`config.mk`:
```
export PLATFORM = sky130hd
export DESIGN_NAME = dkcl_ctrl
export DESIGN_NICKNAME = d
export VERILOG_FILES = /design/src/hw/rtl/dkcl_pkg.sv /design/src/hw/rtl/dkcl_ctrl.sv
export SDC_FILE = /design/constraint.sdc
export NUM_CORES = 1
export LEC_CHECK = 0
export BUFFER_PORTS_ARGS = -buffer_cell sky130_fd_sc_hd__buf_2
export CAP_MARGIN = 15
export CELL_PAD_IN_SITES_DETAIL_PLACEMENT = 1
export CELL_PAD_IN_SITES_GLOBAL_PLACEMENT = 1
export CORE_AREA = 5 5 42 44
export CTS_CLUSTER_SIZE = 10
export DETAILED_ROUTE_END_ITERATION = 16
export DIE_AREA = 0 0 47 49
export PLACE_DENSITY_LB_ADDON = 0.1
export SLEW_MARGIN = 40
export SYNTH_ARGS = -nofsm -noshare
export SYNTH_HDL_FRONTEND = slang
export SYNTH_SLANG_ARGS = --single-unit
export TNS_END_PERCENT = 5
```
`constraint.sdc`:
```
create_clock -name clk -period 1.24 [get_ports clk]
set_input_delay 0.124 -clock clk [delete_from_list [all_inputs] [get_ports clk]]
set_output_delay 0.124 -clock clk [all_outputs]
set_load 0.05 [all_outputs]
```
`src/hw/rtl/dkcl_pkg.sv`:
```
// Shared types and constants of the descriptor key cache lookup block.
// Used by dkcl_ctrl, dkcl_dp and descriptor_key_cache_lookup_top; no dependencies.
package dkcl_pkg;

	localparam int TABLE_DEPTH_DEF  = 256;
	localparam int RECENT_DEPTH_DEF = 5;
	localparam int MASK_W           = 64;
	localparam int KEY_W            = 4 * MASK_W;
	localparam int SLOT_W           = 8;
	localparam int OUTCOME_W        = 2;

	localparam logic [OUTCOME_W-1:0] OUTCOME_RECENT = 2'd0;
	localparam logic [OUTCOME_W-1:0] OUTCOME_TABLE  = 2'd1;
	localparam logic [OUTCOME_W-1:0] OUTCOME_ALLOC  = 2'd2;
	localparam logic [OUTCOME_W-1:0] OUTCOME_FULL   = 2'd3;

	// controller -> datapath
	typedef struct packed {
		logic load_key;    // latch key, clear both scan indexes
		logic rd_recent;   // read key store at recent entry addressed by recent index
		logic rd_table;    // read key store at table index
		logic inc_recent;
		logic inc_table;
		logic recent_hit;  // swap hit entry with front, record result
		logic table_hit;   // promote table index to front, record result
		logic alloc;       // write key at fill count, record result
		logic set_full;    // record full result
		logic out_load;    // move recorded result into output register
	} cmd_t;

	// datapath -> controller
	typedef struct packed {
		logic match;         // registered read data equals key
		logic recent_used;   // addressed recent entry is valid
		logic recent_last;   // recent index at last entry
		logic table_done;    // table index reached fill count
		logic full;          // no free slot
		logic out_free;      // output register can take a result
	} sts_t;

endpackage

```
`src/hw/rtl/dkcl_ctrl.sv`:
```
// Lookup sequencer: walks recent list, table scan, allocation, result hand-off.
// Depends on dkcl_pkg (cmd_t, sts_t).
module dkcl_ctrl
	import dkcl_pkg::*;
(
	input  logic clk,
	input  logic arst_n,
	input  logic in_valid,
	output logic in_stall,
	input  sts_t sts,
	output cmd_t cmd
);

	typedef enum logic [2:0] {
		ST_IDLE,
		ST_R_CHK,
		ST_R_CMP,
		ST_T_CHK,
		ST_T_CMP,
		ST_ALLOC,
		ST_FIN
	} state_t;

	state_t state_q, state_d;

	assign in_stall = (state_q != ST_IDLE);

	always_comb begin
		cmd     = '0;
		state_d = state_q;
		case (state_q)
			ST_IDLE: begin
				if (in_valid) begin
					cmd.load_key = 1'b1;
					state_d      = ST_R_CHK;
				end
			end
			ST_R_CHK: begin
				if (sts.recent_used) begin
					cmd.rd_recent = 1'b1;
					state_d       = ST_R_CMP;
				end else if (sts.recent_last) begin
					state_d = ST_T_CHK;
				end else begin
					cmd.inc_recent = 1'b1;
				end
			end
			ST_R_CMP: begin
				if (sts.match) begin
					cmd.recent_hit = 1'b1;
					state_d        = ST_FIN;
				end else if (sts.recent_last) begin
					state_d = ST_T_CHK;
				end else begin
					cmd.inc_recent = 1'b1;
					state_d        = ST_R_CHK;
				end
			end
			ST_T_CHK: begin
				if (sts.table_done) begin
					state_d = ST_ALLOC;
				end else begin
					cmd.rd_table = 1'b1;
					state_d      = ST_T_CMP;
				end
			end
			ST_T_CMP: begin
				if (sts.match) begin
					cmd.table_hit = 1'b1;
					state_d       = ST_FIN;
				end else begin
					cmd.inc_table = 1'b1;
					state_d       = ST_T_CHK;
				end
			end
			ST_ALLOC: begin
				if (sts.full) begin
					cmd.set_full = 1'b1;
				end else begin
					cmd.alloc = 1'b1;
				end
				state_d = ST_FIN;
			end
			ST_FIN: begin
				if (sts.out_free) begin
					cmd.out_load = 1'b1;
					state_d      = ST_IDLE;
				end
			end
			default: begin
				state_d = ST_IDLE;
			end
		endcase
	end

	always_ff @(posedge clk or negedge arst_n) begin
		if (!arst_n) begin
			state_q <= ST_IDLE;
		end else begin
			state_q <= state_d;
		end
	end

endmodule

```
# [Word-level counts from Yosys, hierarchy flattened]
# Index checks and enable logic that the tools add are counted.
# W data, S select, Z words.
[word_totals] reg_bits=3 inputBits=9 wordCells=42 out_inout_bits=11
[op_classes] mux=29 eq_ne=9 n_reduce_logical=3
[ops] op="$pmux W3 S7" n=1
[ops] op="$mux W1" n=19
[ops] op="$mux W3" n=6
[ops] op="$eq A3 B3 Y1 const B" n=3
[ops] op="$eq A3 B2 Y1 const B" n=2
[ops] op="$mux W2" n=2
[ops] op="$ne A2 B2 Y1 const B" n=2
[ops] op="$eq A3 B1 Y1 const B" n=1
[ops] op="$logic_not A3 Y1" n=1
[ops] op="$ne A3 B3 Y1 const B" n=1
[ops] op="$reduce_and A3 Y1" n=1
[ops] op="$reduce_bool A3 Y1" n=1
[ops] op="$pmux W1 S2" n=1

# [Depth between registers and ports, before layout]
[logic_depth] ltp_word=3 mapped_depth=5 ltp_nobuf=3

# [Worst setup path before layout]
# No wires, ideal clock.
[synth_timing] kind="flip-flop to output port" startpoint="register state_q[1]" endpoint="output port cmd[5] (netlist name)" path_slack_ns=-1.143 t_arrival_ns=2.259 path_stages_with_launch=4 cell_sequence="dfrtp_1 -> buf_6 -> buf_2 -> nor4b_1"
[synth_lines] element="start: declaration" line="dkcl_ctrl.sv:24" rtl="state_t state_q, state_d;"
[synth_lines] element="start signal: assignment" line="dkcl_ctrl.sv:100" rtl="state_q <= state_d;"
[synth_lines] element="end: declaration" line="dkcl_ctrl.sv:11" rtl="output cmd_t cmd"

# [Worst setup path after layout]
[layout_timing] startpoint="register state_q[1]" endpoint="output port in_stall"
[layout_via] elab_chain_len=1
[layout_rtl] element="$reduce_bool A3 Y1" line="dkcl_ctrl.sv:26" rtl="assign in_stall = (state_q != ST_IDLE);"
[layout_rtl] element="end: declaration" line="dkcl_ctrl.sv:9" rtl="output logic in_stall,"
# No other way between the ends.

==> results.ini <==
[status]
status=complete, but fails checks
violations=negative setup slack

[finish]
fin_util=0.5196
drive_gt1_frac=0.6912
final-instance-count-excl-fill=84
reg.largest.list=state_q (3)
largest_register_ffs=3
nNetsFinal=78
top_register=state_q
postLayoutCellArea_um2=728.2
syn_to_final_growth_pct=123.0
diodes=0

[worst_setup_path]
required_ps=1120
worstPathArrival_ps=1350
r2r_slack_ps=-110
start_kind=register
cp-startpoint=state_q[1]
reg2reg_depth=4
r2r_end=state_q[0]
crit_fanout=5
crit_end=in_stall
r2r-start=state_q[1]
path_class=reg2out
crit_path_end_kind=output port

[drt]
vias=422
drcViolationCount=0
avgRoutedWirePerCell_um=15.77
drt-initial-drc-count=4
vias_per_cell=5.024
postRouteWirelength_um=1325
drt.antenna.violating_nets=0
dr.pass1.iters=2

[clock_network]
cts-htree-levels=1
path_clk_slew_ps=40
cts_tree=done
cts_buffer_depth=2
numCtsBuffers=3
cts-root-buf=clkbuf_4
postCtsSetupRepairBufs=0
clk_latency_ps=240
clkSinkCount=3

[die]
dieHeight_um=49
rows=14
fp.dieArea_um2=2303
core_area_um2=1401
die-width_um=47
start_util=0.2330
ioPinCount=20

[grt]
overflow=0
grt_max_degree=12
antenna_found_initial=0
grt_first_pass_wirelength_um=2097
grt_pass1_vias=459
grt_use_total=0.1310

[logic_synthesis]
synth.area.top_cells=dfrtp_1 (23%), mux2_2 (6.9%), nor3_1 (4.6%)
seq_area_frac_synth=0.2299
synth-edff-count=0
yosysTopAreaCellShare=0.2299
synthDistinctLibCells=27
syn_avg_cell_area_um2=7.965
synth_common_cells=dfrtp_1 (3), nand2_1 (3), nor2_1 (3), nor3_1 (3)
syn_area_um2=326.6
synthFlopType=dfrtp_1
async_flop_share=1.000
netlist_instances=41
netlist.top_cell.by_area=dfrtp_1
synth_nets=50
ys_seq_elements=3
ys_warn_count=0

[power]
swShare=0.4558
power_frac_comb=0.776
seqPwrFrac=0.136
power_density_nw_per_um2=2762
p_sw_uw=916.8
p_leak_uw=0.0003214
ir_worst_vdd_mv=1.163
p_int_uw=1095
power_frac_clock=0.088

[place]
dp.cells=78
dp_hpwl_um=918.8
placed_area_um2=541.8
gp_congestion=0.7702
pre_cts_slack_ps=-105.5
numPortBuffers=19

[sta]
grt_setup_unrepaired=yes
worst-slew-pin-transition_ps=229.6
drv_slew=0
finalClockSkew_ps=0.4403
fin_crit_sh=1.193
max_slew_margin=0.8467
hold_viol=0
fin_crit_ps=1479
fmax_mhz=676.2
setup_viol=12
hold_slack_ps=234.1
setup_ws_ps=-238.9

[job]
cap_violations=0

[worst_hold_path]
hp-class=in2async

## power by group through the flow
stage                     logic [uW]  clock network (uW)  registers (uW)
final                           1560                 176             274
after global routing            1650                 201             288
after floorplan                  989                   0             171
after CTS                       1500                 184             267
after global placement          1170                   0             233
after detailed placement        1210                   0             238
## critical path, cell delays in order (launching register included)
cell     delay [ps]
dfrtp_2         450
buf_12          150
or3_4           360
buf_6           160
## cell families after synthesis
logic type	Yosys count	share of synthesized area
flops	3	0.2299
buf+inv	6	0.1226
simple gates	20	0.3832
compound gates	9	0.1686
xor+xnor	1	0.02682
mux	2	0.06896
## routing by layer
layer	global-route usage	part of all wire	vias to the layer above
met5	0	0	-
met2	0.2262	0.55	15
met1	0.1231	0.35	202
li1	-	-	203
met4	0.08295	0.017	0
met3	0.04428	0.075	2
## how the worst min path moves through the flow
stage                     startpoint         end  slack (ps)  cells after the start
after floorplan               arst_n  state_q[0]        -170                      0
after global routing          arst_n  state_q[0]         230                      2
after detailed placement      arst_n  state_q[0]         -80                      1
final                         arst_n  state_q[2]         230                      2
after global placement        arst_n  state_q[1]         -80                      1
after CTS                     arst_n  state_q[0]         210                      2
## through the flow
stage	TNS (ps)	total power, uW
after floorplan	-758.4	1161
after global routing	-2639	2139
after CTS	-1949	1949
after global placement	-72.33	1404
after detailed placement	-326.2	1448
final	-1838	2011
## layout make-up
type | count | area [um^2]
Sequential cell | 3 | 77.57
Fill cell | 170 | 673.1
Multi-Input combinational cell | 32 | 314.1
Clock buffer | 4 | 26.28
Inverter | 1 | 3.754
Timing Repair Buffer | 28 | 286.5
Tap cell | 16 | 20.02
## placed cells by master, fill, tap and decap left out, drive strengths merged
cell          n
buf          26
clkbuf        4
nand2         3
nor3          3
nor2          3
dfrtp         3
a21oi         2
o21ai         2
mux2          2
nor3b         2
o22ai         2
nor4b         1
or3           1
nor4bb        1
and4bb        1
inv           1
nor2b         1
and3          1
and4b         1
nand2b        1
o21a          1
xnor2         1
or2           1
o211ai        1
a211oi        1
bufbuf        1
dlygate4sd3   1
## repair_timing
| item | CTS | global route |
|---|---|---|
| gates resized for setup | 27 | 8 |
| pin swaps | 1 | 2 |
| endpoints found under the setup margin | 12 | 14 |
| gates cloned | 1 | 0 |
| hold buffers | 1 | 0 |
| hold endpoints to repair | 3 | 0 |
(Power assumes the default switching activity.)
